$ cat config.mk
export PLATFORM = sky130hd
export DESIGN_NAME = qwfc_chain
export DESIGN_NICKNAME = d
export VERILOG_FILES = /design/src/rtl/qwfc_pkg.sv /design/src/rtl/qwfc_cell.sv /design/src/rtl/qwfc_chain.sv
export SDC_FILE = /design/constraint.sdc
export NUM_CORES = 2
export LEC_CHECK = 0
export BUFFER_PORTS_ARGS = -buffer_cell sky130_fd_sc_hd__buf_2
export CAP_MARGIN = 20
export CORE_AREA = 3 3 465 467
export DETAILED_ROUTE_END_ITERATION = 8
export DIE_AREA = 0 0 468 470
export GPL_TIMING_DRIVEN = 0
export PLACE_DENSITY = 0.71
export SYNTH_ARGS = -nofsm -noshare
export SYNTH_HDL_FRONTEND = slang
export SYNTH_HIERARCHICAL = 1
export SYNTH_SLANG_ARGS = --single-unit
$ cat constraint.sdc
create_clock -name i_clk -period 19.2 [get_ports i_clk]
set_input_delay 0.96 -clock i_clk [delete_from_list [all_inputs] [get_ports i_clk]]
set_output_delay 0.96 -clock i_clk [all_outputs]
set_load 0.05 [all_outputs]
$ cat src/rtl/qwfc_pkg.sv
`timescale 1ns / 1ps

package qwfc_pkg;

    // field widths
    localparam int POS_W      = 32;
    localparam int CNT_W      = 32;
    localparam int MSG_SIZE_W = 32;
    localparam int TOTAL_W    = 64;
    localparam int ERR_W      = 2;
    localparam int CFG_IDX_W  = 3;
    localparam int CFG_DATA_W = 64;

    // input operations
    localparam logic OP_ENQUEUE = 1'b0;
    localparam logic OP_DEQUEUE = 1'b1;

    // error codes
    localparam logic [ERR_W-1:0] ERR_NONE       = 2'd0;
    localparam logic [ERR_W-1:0] ERR_COUNT_UF   = 2'd1;
    localparam logic [ERR_W-1:0] ERR_SIZE_UF    = 2'd2;
    localparam logic [ERR_W-1:0] ERR_TABLE_FULL = 2'd3;

    // configuration register indexes
    localparam logic [CFG_IDX_W-1:0] CFG_STOP_COUNT   = 3'd0;
    localparam logic [CFG_IDX_W-1:0] CFG_RESUME_COUNT = 3'd1;
    localparam logic [CFG_IDX_W-1:0] CFG_STOP_SIZE    = 3'd2;
    localparam logic [CFG_IDX_W-1:0] CFG_RESUME_SIZE  = 3'd3;
    localparam logic [CFG_IDX_W-1:0] CFG_CLUSTER_MODE = 3'd4;

    // operation applied to every cell of the held chain
    typedef enum logic [2:0] {
        CMD_IDLE   = 3'd0,
        CMD_CMP    = 3'd1,
        CMD_INSERT = 3'd2,
        CMD_REMOVE = 3'd3,
        CMD_SHIFT  = 3'd4
    } t_cell_cmd;

    typedef struct packed {
        t_cell_cmd         cmd;
        logic [POS_W-1:0]  key;
    } t_chain_ctl;

    typedef struct packed {
        logic              hit;
        logic              empty;
        logic              full;
        logic              head_last;
        logic [POS_W-1:0]  head_pos;
    } t_chain_stat;

endpackage

$ cat src/rtl/qwfc_cell.sv
`timescale 1ns / 1ps

module qwfc_cell
    import qwfc_pkg::*;
(
    input  logic             i_clk,
    input  logic             i_rst_n,
    input  t_chain_ctl       i_ctl,
    input  logic             i_prev_valid,
    input  logic             i_next_valid,
    input  logic [POS_W-1:0] i_next_pos,
    input  logic             i_pref,
    output logic             o_valid,
    output logic             o_match,
    output logic             o_pref,
    output logic [POS_W-1:0] o_pos
);

    logic             r_valid, n_valid;
    logic             r_match, n_match;
    logic [POS_W-1:0] r_pos, n_pos;

    // next state of this slot
    always_comb begin
        n_valid = r_valid;
        n_match = r_match;
        n_pos   = r_pos;
        case (i_ctl.cmd)
            CMD_CMP: begin
                n_match = r_valid && (r_pos == i_ctl.key);
            end
            CMD_INSERT: begin
                // first free slot of the packed row takes the new word
                if (!r_valid && i_prev_valid) begin
                    n_valid = 1'b1;
                    n_pos   = i_ctl.key;
                end
            end
            CMD_REMOVE: begin
                // matched slot and everything behind it move up one place
                if (i_pref || r_match) begin
                    n_valid = i_next_valid;
                    n_pos   = i_next_pos;
                end
            end
            CMD_SHIFT: begin
                n_valid = i_next_valid;
                n_pos   = i_next_pos;
            end
            default: begin
                n_valid = r_valid;
            end
        endcase
    end

    always_ff @(posedge i_clk) begin
        if (!i_rst_n) begin
            r_valid <= 1'b0;
            r_match <= 1'b0;
        end else begin
            r_valid <= n_valid;
            r_match <= n_match;
        end
    end

    always_ff @(posedge i_clk) begin
        r_pos <= n_pos;
    end

    assign o_valid = r_valid;
    assign o_match = r_match;
    assign o_pref  = i_pref | r_match;
    assign o_pos   = r_pos;

endmodule

$ cat src/rtl/qwfc_chain.sv
`timescale 1ns / 1ps

module qwfc_chain
    import qwfc_pkg::*;
#(
    parameter int HELD_DEPTH = 64
) (
    input  logic        i_clk,
    input  logic        i_rst_n,
    input  t_chain_ctl  i_ctl,
    output t_chain_stat o_stat
);

    logic [HELD_DEPTH-1:0] w_valid;
    logic [HELD_DEPTH-1:0] w_match;
    logic [HELD_DEPTH-1:0] w_pref_out;
    logic [HELD_DEPTH-1:0] w_pref_in;
    logic [HELD_DEPTH-1:0] w_prev_valid;
    logic [HELD_DEPTH-1:0] w_next_valid;
    logic [POS_W-1:0]      w_pos      [0:HELD_DEPTH-1];
    logic [POS_W-1:0]      w_next_pos [0:HELD_DEPTH-1];

    // neighbor wiring: slot 0 is the oldest held word
    assign w_prev_valid = {w_valid[HELD_DEPTH-2:0], 1'b1};
    assign w_next_valid = {1'b0, w_valid[HELD_DEPTH-1:1]};
    assign w_pref_in    = {w_pref_out[HELD_DEPTH-2:0], 1'b0};

    for (genvar g = 0; g < HELD_DEPTH; g++) begin : g_cell
        if (g == HELD_DEPTH - 1) begin : g_tail
            assign w_next_pos[g] = '0;
        end else begin : g_body
            assign w_next_pos[g] = w_pos[g+1];
        end

        qwfc_cell u_cell (
            .i_clk        (i_clk),
            .i_rst_n      (i_rst_n),
            .i_ctl        (i_ctl),
            .i_prev_valid (w_prev_valid[g]),
            .i_next_valid (w_next_valid[g]),
            .i_next_pos   (w_next_pos[g]),
            .i_pref       (w_pref_in[g]),
            .o_valid      (w_valid[g]),
            .o_match      (w_match[g]),
            .o_pref       (w_pref_out[g]),
            .o_pos        (w_pos[g])
        );
    end

    // status back to the controller
    assign o_stat.hit       = |w_match;
    assign o_stat.empty     = !w_valid[0];
    assign o_stat.full      = w_valid[HELD_DEPTH-1];
    assign o_stat.head_last = !w_valid[1];
    assign o_stat.head_pos  = w_pos[0];

endmodule

Yosys cells after proc, flatten, opt, wreduce, memory -nomap -nowiden

Cells that the tools add are included.

Flip-flop bits (word level): 2,176
Input bits: 37
Output and inout port bits: 36
Word-level logic and storage cells: 1,154

Eq/ne operators: 196
Mux-type cells: 383
Bitwise gates (word level): 62
Reduce and logical (&&, ||, !) cells: 321

Operators by type and width:

| operator                                            | count |
|---|---|
| case mux 32 bit (3 select lines)                    | 64 |
| two-way mux 32 bit                                  | 128 |
| equality test 32 bit                                | 64 |
| != test 2 x 1 -> 1 bit, second input constant       | 127 |
| case mux 1 bit (3 select lines)                     | 64 |
| AND reduction 3 bit                                 | 64 |
| logical AND 1 bit                                   | 127 |
| two-way mux 1 bit                                   | 127 |
| zero test 1 bit                                     | 64 |
| OR reduction 64 bit                                 | 1 |
| logical OR 1 bit                                    | 63 |
| OR 1 bit                                            | 62 |
| equality test 3 x 2 -> 1 bit, second input constant | 2 |
| equality test 3 x 1 -> 1 bit, second input constant | 1 |
| equality test 3 bit, second input constant          | 1 |
| nonzero test 3 bit                                  | 1 |
| != test 2 bit, second input constant                | 1 |
| AND reduction 2 bit                                 | 1 |

Logic depth before layout (Yosys ltp)

Depth after elaboration: 65
Gate-level depth with buffers: 130
Depth with buffers taken out: 130

Modules after synthesis

The synthesis kept the hierarchy.

By module, submodules not included:

| module                             | instances | cells an instance | area an instance (um^2) | sequential area each (um^2) |
|---|---|---|---|---|
| qwfc_cell at g_cell[10].u_cell ... | 62        | 130               | 1,849.3                 | 1,001.0 |
| qwfc_cell at g_cell[0].u_cell      | 1         | 130               | 1,875.5                 | 1,001.0 |
| qwfc_cell at g_cell[6].u_cell      | 1         | 127               | 1,823.0                 | 1,001.0 |
| qwfc_chain                         | 1         | 26                | 161.4                   | 0.0 |

Worst setup path before layout

Ideal clock, no wire load.

Kind: flip-flop to flip-flop
Start: register g_cell[0].u_cell.r_match
End: register g_cell[63].u_cell.r_pos[0] (enable)
Setup time: 0.666 ns
Arrival: 12.087 ns
Required time: 18.534 ns
Path slack: 6.447 ns
Cell stages (with the launch flop): 129
Path buffers: 0
Period minus slack after synthesis: 12.753 ns
Cells stage by stage: dfxtp_1 > or2_1 > nor2_1 > inv_1 > nor2_1 > inv_1 > nor2_1 > inv_1 > nor2_1 > inv_1 > nor2_1 > inv_1 > or2_1 > nor2_1 > inv_1 > nor2_1 > inv_1 > nor2_1 > (+93 left out) > nor2_1 > inv_1 > nor2_1 > inv_1 > nor2_1 > inv_1 > nor2_1 > inv_1 > nor2_1 > inv_1 > nor2_1 > inv_1 > nor2_1 > inv_1 > nor2_1 > inv_1 > a22oi_1 > o21ai_0

Longest elaborated chain between the ends: 65

RTL lines:

| element                                 | line             | text |
|---|---|---|
| from (decl)                             | qwfc_cell.sv:20  | `logic r_match, n_match;` |
| from (signal assigned)                  | qwfc_cell.sv:62  | `r_match <= n_match;` |
| OR 1 bit                                | qwfc_cell.sv:72  | `assign o_pref = i_pref \| r_match;` |
| named net w_pref_in[2]                  | qwfc_chain.sv:17 | `logic [HELD_DEPTH-1:0] w_pref_in;` |
| OR 1 bit                                | qwfc_cell.sv:72  |  |
| named net w_pref_in[3]                  | qwfc_chain.sv:17 |  |
| OR 1 bit                                | qwfc_cell.sv:72  |  |
| named net w_pref_in[4]                  | qwfc_chain.sv:17 |  |
| OR 1 bit                                | qwfc_cell.sv:72  |  |
| named net w_pref_in[5]                  | qwfc_chain.sv:17 |  |
| (+1 left out)                           | n/a              |  |
| named net w_pref_in[6]                  | qwfc_chain.sv:17 |  |
| (+1 left out)                           | n/a              |  |
| named net w_pref_in[7]                  | qwfc_chain.sv:17 |  |
| (+1 left out)                           | n/a              |  |
| named net w_pref_in[8]                  | qwfc_chain.sv:17 |  |
| (+1 left out)                           | n/a              |  |
| named net w_pref_in[9]                  | qwfc_chain.sv:17 |  |
| (+1 left out)                           | n/a              |  |
| named net w_pref_in[10]                 | qwfc_chain.sv:17 |  |
| (+1 left out)                           | n/a              |  |
| named net w_pref_in[11]                 | qwfc_chain.sv:17 |  |
| (+1 left out)                           | n/a              |  |
| named net w_pref_in[12]                 | qwfc_chain.sv:17 |  |
| (+1 left out)                           | n/a              |  |
| named net w_pref_in[13]                 | qwfc_chain.sv:17 |  |
| (+1 left out)                           | n/a              |  |
| named net w_pref_in[14]                 | qwfc_chain.sv:17 |  |
| (+1 left out)                           | n/a              |  |
| named net w_pref_in[15]                 | qwfc_chain.sv:17 |  |
| (+1 left out)                           | n/a              |  |
| named net w_pref_in[16]                 | qwfc_chain.sv:17 |  |
| (+1 left out)                           | n/a              |  |
| named net w_pref_in[17]                 | qwfc_chain.sv:17 |  |
| (+1 left out)                           | n/a              |  |
| named net w_pref_in[18]                 | qwfc_chain.sv:17 |  |
| (+1 left out)                           | n/a              |  |
| named net w_pref_in[19]                 | qwfc_chain.sv:17 |  |
| (+1 left out)                           | n/a              |  |
| named net w_pref_in[20]                 | qwfc_chain.sv:17 |  |
| (+1 left out)                           | n/a              |  |
| named net w_pref_in[21]                 | qwfc_chain.sv:17 |  |
| (+1 left out)                           | n/a              |  |
| named net w_pref_in[22]                 | qwfc_chain.sv:17 |  |
| (+1 left out)                           | n/a              |  |
| named net w_pref_in[23]                 | qwfc_chain.sv:17 |  |
| (+1 left out)                           | n/a              |  |
| named net w_pref_in[24]                 | qwfc_chain.sv:17 |  |
| (+1 left out)                           | n/a              |  |
| named net w_pref_in[25]                 | qwfc_chain.sv:17 |  |
| (+1 left out)                           | n/a              |  |
| named net w_pref_in[26]                 | qwfc_chain.sv:17 |  |
| (+1 left out)                           | n/a              |  |
| named net w_pref_in[27]                 | qwfc_chain.sv:17 |  |
| (+1 left out)                           | n/a              |  |
| named net w_pref_in[28]                 | qwfc_chain.sv:17 |  |
| (+1 left out)                           | n/a              |  |
| named net w_pref_in[29]                 | qwfc_chain.sv:17 |  |
| (+1 left out)                           | n/a              |  |
| named net w_pref_in[30]                 | qwfc_chain.sv:17 |  |
| (+1 left out)                           | n/a              |  |
| named net w_pref_in[31]                 | qwfc_chain.sv:17 |  |
| (+1 left out)                           | n/a              |  |
| named net w_pref_in[32]                 | qwfc_chain.sv:17 |  |
| (+1 left out)                           | n/a              |  |
| named net w_pref_in[33]                 | qwfc_chain.sv:17 |  |
| (+1 left out)                           | n/a              |  |
| named net w_pref_in[34]                 | qwfc_chain.sv:17 |  |
| (+1 left out)                           | n/a              |  |
| named net w_pref_in[35]                 | qwfc_chain.sv:17 |  |
| (+1 left out)                           | n/a              |  |
| named net w_pref_in[36]                 | qwfc_chain.sv:17 |  |
| (+1 left out)                           | n/a              |  |
| named net w_pref_in[37]                 | qwfc_chain.sv:17 |  |
| (+1 left out)                           | n/a              |  |
| named net w_pref_in[38]                 | qwfc_chain.sv:17 |  |
| (+1 left out)                           | n/a              |  |
| named net w_pref_in[39]                 | qwfc_chain.sv:17 |  |
| (+1 left out)                           | n/a              |  |
| named net w_pref_in[40]                 | qwfc_chain.sv:17 |  |
| (+1 left out)                           | n/a              |  |
| named net w_pref_in[41]                 | qwfc_chain.sv:17 |  |
| (+1 left out)                           | n/a              |  |
| named net w_pref_in[42]                 | qwfc_chain.sv:17 |  |
| (+1 left out)                           | n/a              |  |
| named net w_pref_in[43]                 | qwfc_chain.sv:17 |  |
| (+1 left out)                           | n/a              |  |
| named net w_pref_in[44]                 | qwfc_chain.sv:17 |  |
| (+1 left out)                           | n/a              |  |
| named net w_pref_in[45]                 | qwfc_chain.sv:17 |  |
| (+1 left out)                           | n/a              |  |
| named net w_pref_in[46]                 | qwfc_chain.sv:17 |  |
| (+1 left out)                           | n/a              |  |
| named net w_pref_in[47]                 | qwfc_chain.sv:17 |  |
| (+1 left out)                           | n/a              |  |
| named net w_pref_in[48]                 | qwfc_chain.sv:17 |  |
| (+1 left out)                           | n/a              |  |
| named net w_pref_in[49]                 | qwfc_chain.sv:17 |  |
| (+1 left out)                           | n/a              |  |
| named net w_pref_in[50]                 | qwfc_chain.sv:17 |  |
| (+1 left out)                           | n/a              |  |
| named net w_pref_in[51]                 | qwfc_chain.sv:17 |  |
| (+1 left out)                           | n/a              |  |
| named net w_pref_in[52]                 | qwfc_chain.sv:17 |  |
| (+1 left out)                           | n/a              |  |
| named net w_pref_in[53]                 | qwfc_chain.sv:17 |  |
| (+1 left out)                           | n/a              |  |
| named net w_pref_in[54]                 | qwfc_chain.sv:17 |  |
| (+1 left out)                           | n/a              |  |
| named net w_pref_in[55]                 | qwfc_chain.sv:17 |  |
| (+1 left out)                           | n/a              |  |
| named net w_pref_in[56]                 | qwfc_chain.sv:17 |  |
| (+1 left out)                           | n/a              |  |
| named net w_pref_in[57]                 | qwfc_chain.sv:17 |  |
| (+1 left out)                           | n/a              |  |
| named net w_pref_in[58]                 | qwfc_chain.sv:17 |  |
| (+1 left out)                           | n/a              |  |
| named net w_pref_in[59]                 | qwfc_chain.sv:17 |  |
| (+1 left out)                           | n/a              |  |
| named net w_pref_in[60]                 | qwfc_chain.sv:17 |  |
| (+1 left out)                           | n/a              |  |
| named net w_pref_in[61]                 | qwfc_chain.sv:17 |  |
| OR 1 bit                                | qwfc_cell.sv:72  |  |
| named net w_pref_in[62]                 | qwfc_chain.sv:17 |  |
| OR 1 bit                                | qwfc_cell.sv:72  |  |
| named net w_pref_in[63]                 | qwfc_chain.sv:17 |  |
| logical OR 1 bit                        | qwfc_cell.sv:41  | `if (i_pref \|\| r_match) begin` |
| != test 2 x 1 -> 1 bit (no source line) | n/a              |  |
| AND reduction 3 bit (no source line)    | n/a              |  |
| to (signal assigned)                    | qwfc_cell.sv:67  | `r_pos <= n_pos;` |
| to (decl)                               | qwfc_cell.sv:21  | `logic [POS_W-1:0] r_pos, n_pos;` |

The timed path passes the listed nets, and every way through them passes these cells.
A chain may end at the register's enable or synchronous reset.

Worst setup path in the final report

Start: register g_cell[0].u_cell.r_match
End: register g_cell[63].u_cell.r_pos[17] (enable)

Same word-level chain as after synthesis.

==> metrics.md <==
| Metric | Value |
|---|---|
| Max Freq | `56.8 MHz` |
| RSZ-0062 raised after global routing | `no` |
| CP Max Fanout | `25` |
| Avg Vias per Cell | `6.06` |
| FF+latch count, synth | `2176` |
| Die Area | `220000 sq um` |
| Final WL | `294 mm` |
| Pleak | `43.5 nW` |
| # fillers | `15600` |
| Total negative setup slack | `0 ns` |
| TritonCTS Buffers | `228` |
| Synthesized area | `119000 sq um` |
| Io pins | `73` |
| Post-CTS Setup Bufs | `0` |
| Root Buffer | `clkbuf_16` |
| Largest family of logic cells by synthesized area | `multiplexers` |
| Final Setup Violations | `0` |
| Routability-driven placement congestion ratio | `0.872` |
| DRT antenna net count | `0` |
| Critical path's slowest cell | `dfxtp_1` |
| Critical path's largest stage delay | `0.43 ns` |
| Min-Delay Path Class | `reg2reg` |
| TritonCTS Sinks | `2176` |
| Worst Tran Pin Value | `1.17 ns` |
| Die H | `470 microns` |
| Clock buffer depth | `3` |
| Syn. warnings | `6` |
| CTS tree | `done` |
| Num rows | `169` |
| DR vias | `71400` |
| Multiplexer share of the synthesized area | `19.4%` |
| Async set-reset flop share out of synthesis | `0%` |
| Drt first pass iters | `8` |
| Largest net degree at the start of global routing | `125` |
| Critical path startpoint category | `flop` |
| DR iter-0 viols | `5581` |
| Arr. time, crit path | `18.18 ns` |
| Post-Synth Adder-Cell Area | `0%` |
| Dominant cell type by area after synthesis | `edfxtp_1` |
| PortBufs | `72` |
| Most common cell on crit path | `inv_1` |
| CP delay by family, top | `simple AND/OR/NAND/NOR gates` |
| Post-synthesis compound-gate area fraction | `2.30%` |
| Skew final | `0.0443 ns` |
| Core ar. | `212000 sq um` |
| Initial antenna violation count | `12` |
| Synth top area share | `51.9%` |
| Fin Hold WS | `0.483 ns` |
| Peak VDD IR | `0.0990 mV` |
| Final HPWL DP | `198 mm` |
| Period utilization | `91.7%` |
| Max Cap Viol | `0` |
| DR DRC count | `0` |
| First-pass GRT wire length | `451 mm` |
| Simple-gate share of the synthesized area | `6.75%` |
| Synth top area cells | `edfxtp_1, mux2_2, xnor2_1, xor2_1, dfxtp_1` |
| Register area share after synthesis | `54.1%` |
| Vias in the first global route | `74300` |
| Syn Area/Cell | `14.2 sq um` |
| Share of layout cells above drive strength 1 | `31.0%` |
| Final Util | `62.9%` |
| Final hold vios | `0` |
| Max-slew headroom | `21.2%` |
| Cells after Synth | `8343` |
| Number of synthesized flops with an enable pin | `2048` |
| Total GRT Usage | `26.4%` |
| Avg WL per Cell | `24.9 microns` |
| Worst setup EP type | `flop` |
| Die width | `468 microns` |
| Buffers & Inverters on Critical Path | `63` |
| H-tree Lvls | `4` |
| Final min period | `17.60 ns` |
| Layout area overhead | `12.6%` |
| Final Max Tran Viols | `0` |
| Cell area power density | `88.6 nW/um^2` |
| Hold buffers post-CTS | `0` |
| Worst-Skew Late Latency | `0.86 ns` |
| Setup Crit Path Kind | `reg2reg` |
| Most frequent cells in the layout | `edfxtp_1, mux2_2, xnor2_1` |
| Ys flop type | `edfxtp_1` |
| Outcome | `finished clean` |
| Clock transition at path regs | `0.06 ns` |
| WP data required | `19.78 ns` |
| Most common cell after layout, fill and taps aside | `edfxtp_1` |
| Starting Density | `55.9%` |
| Nets | `8802` |
| Post-synth cell types | `36` |
| Post-Synth XOR/XNOR Area | `15.1%` |
| Total gr overflow | `0` |
layout make-up:
type | instances | area [sq um] | area share (%)
Multi-Input combinational cell | 5874 | 52400 | 39.3
Sequential cell | 2176 | 64100 | 48.0
Antenna cell | 4 | 10.0 | 0.00750
Tap cell | 2821 | 3530 | 2.65
Timing Repair Buffer | 159 | 3000 | 2.25
Clock inverter | 133 | 1480 | 1.11
Buffer | 257 | 2480 | 1.86
Clock buffer | 301 | 6160 | 4.62
Inverter | 69 | 259 | 0.194
Yosys cell counts (3+ instances only):
library cell  count
a21bo_2          62
a21boi_0         62
a21o_1            4
a22oi_1          62
buf_2            65
buf_4             3
buf_6           189
dfxtp_1         128
edfxtp_1       2048
inv_1            69
mux2_1          155
mux2_2         1892
nand2_1         126
nand2b_1        124
nand3_1          64
nand3b_1         62
nand4_1         384
nor2_1          190
nor4_1          272
o211ai_1         62
o21ai_0          63
o21ai_1          65
or3b_1           64
or4_1            64
xnor2_1        1140
xor2_1          907
registers in the layout (all words and copies together), names as in the netlist:
| register | count |
|---|---|
| g_cell.u_cell/o_match | 64 |
| g_cell.u_cell/o_valid | 64 |
| g_cell.u_cell/o_pos | 2048 |
logic make-up (layout without fill, tap and decap cells):
group,count (synthesis),after routing
flops,2176,2176
xor+xnor,2047,2047
mux,2047,2047
simple gates,1360,1360
compound gates,385,385
buf+inv,326,919
other cells,2,39
metrics by stage:
stage	total power [mW]	instance area, sq um	std cells	worst slack, ns
4_1_cts	11.9	133000	11800	1.83
2_1_floorplan	6.81	119000	8376	6.45
5_1_grt	12.2	133000	11800	0.0115
6_report	11.8	133000	11800	1.60
3_3_place_gp	7.38	123000	11300	1.12
3_5_place_dp	7.40	126000	11400	2.12
worst paths after layout:
path | startpoint | to | slack, ns | depth (start not counted)
worst min register to register | g_cell[6].u_cell/o_match | g_cell[6].u_cell/o_match | 0.48 | 2
worst max-delay path | g_cell[0].u_cell/o_match | g_cell[63].u_cell/o_pos[17] | 1.60 | 129
worst min-delay path | g_cell[6].u_cell/o_match | g_cell[6].u_cell/o_match | 0.48 | 2
worst max register to register | g_cell[0].u_cell/o_match | g_cell[63].u_cell/o_pos[17] | 1.60 | 129
timing repair:
| item | in CTS | in global routing |
|---|---|---|
| setup endpoints to repair | 0 | 62 |
| endpoints found under the hold margin | 0 | 0 |
| gates resized for setup | 0 | 4 |
power by group:
part / internal (mW) / switching, mW
Combinational: 0.753 / 0.838
Clock: 2.62 / 1.87
Sequential: 5.54 / 0.195
tightest hold or removal path, stage by stage (launching register included):
cell and delay, ns:
dfxtp_1 0.32, nand3_1 0.06, o21ai_1 0.05
per-layer routing:
| metal | vias to the layer above | GRT usage [%] | share of wire, % | wire [microns] |
|---|---|---|---|---|
| met4 | 8 | 8.15 | 3.0 | 8690 |
| li1 | 32500 | - | - | - |
| met1 | 36000 | 35.9 | 43 | 127000 |
| met2 | 2302 | 43.9 | 48 | 142000 |
| met3 | 565 | 3.73 | 5.8 | 17200 |
| met5 | - | 0 | 0.022 | 64 |
No activity file was read; power rests on OpenSTA's default activity.
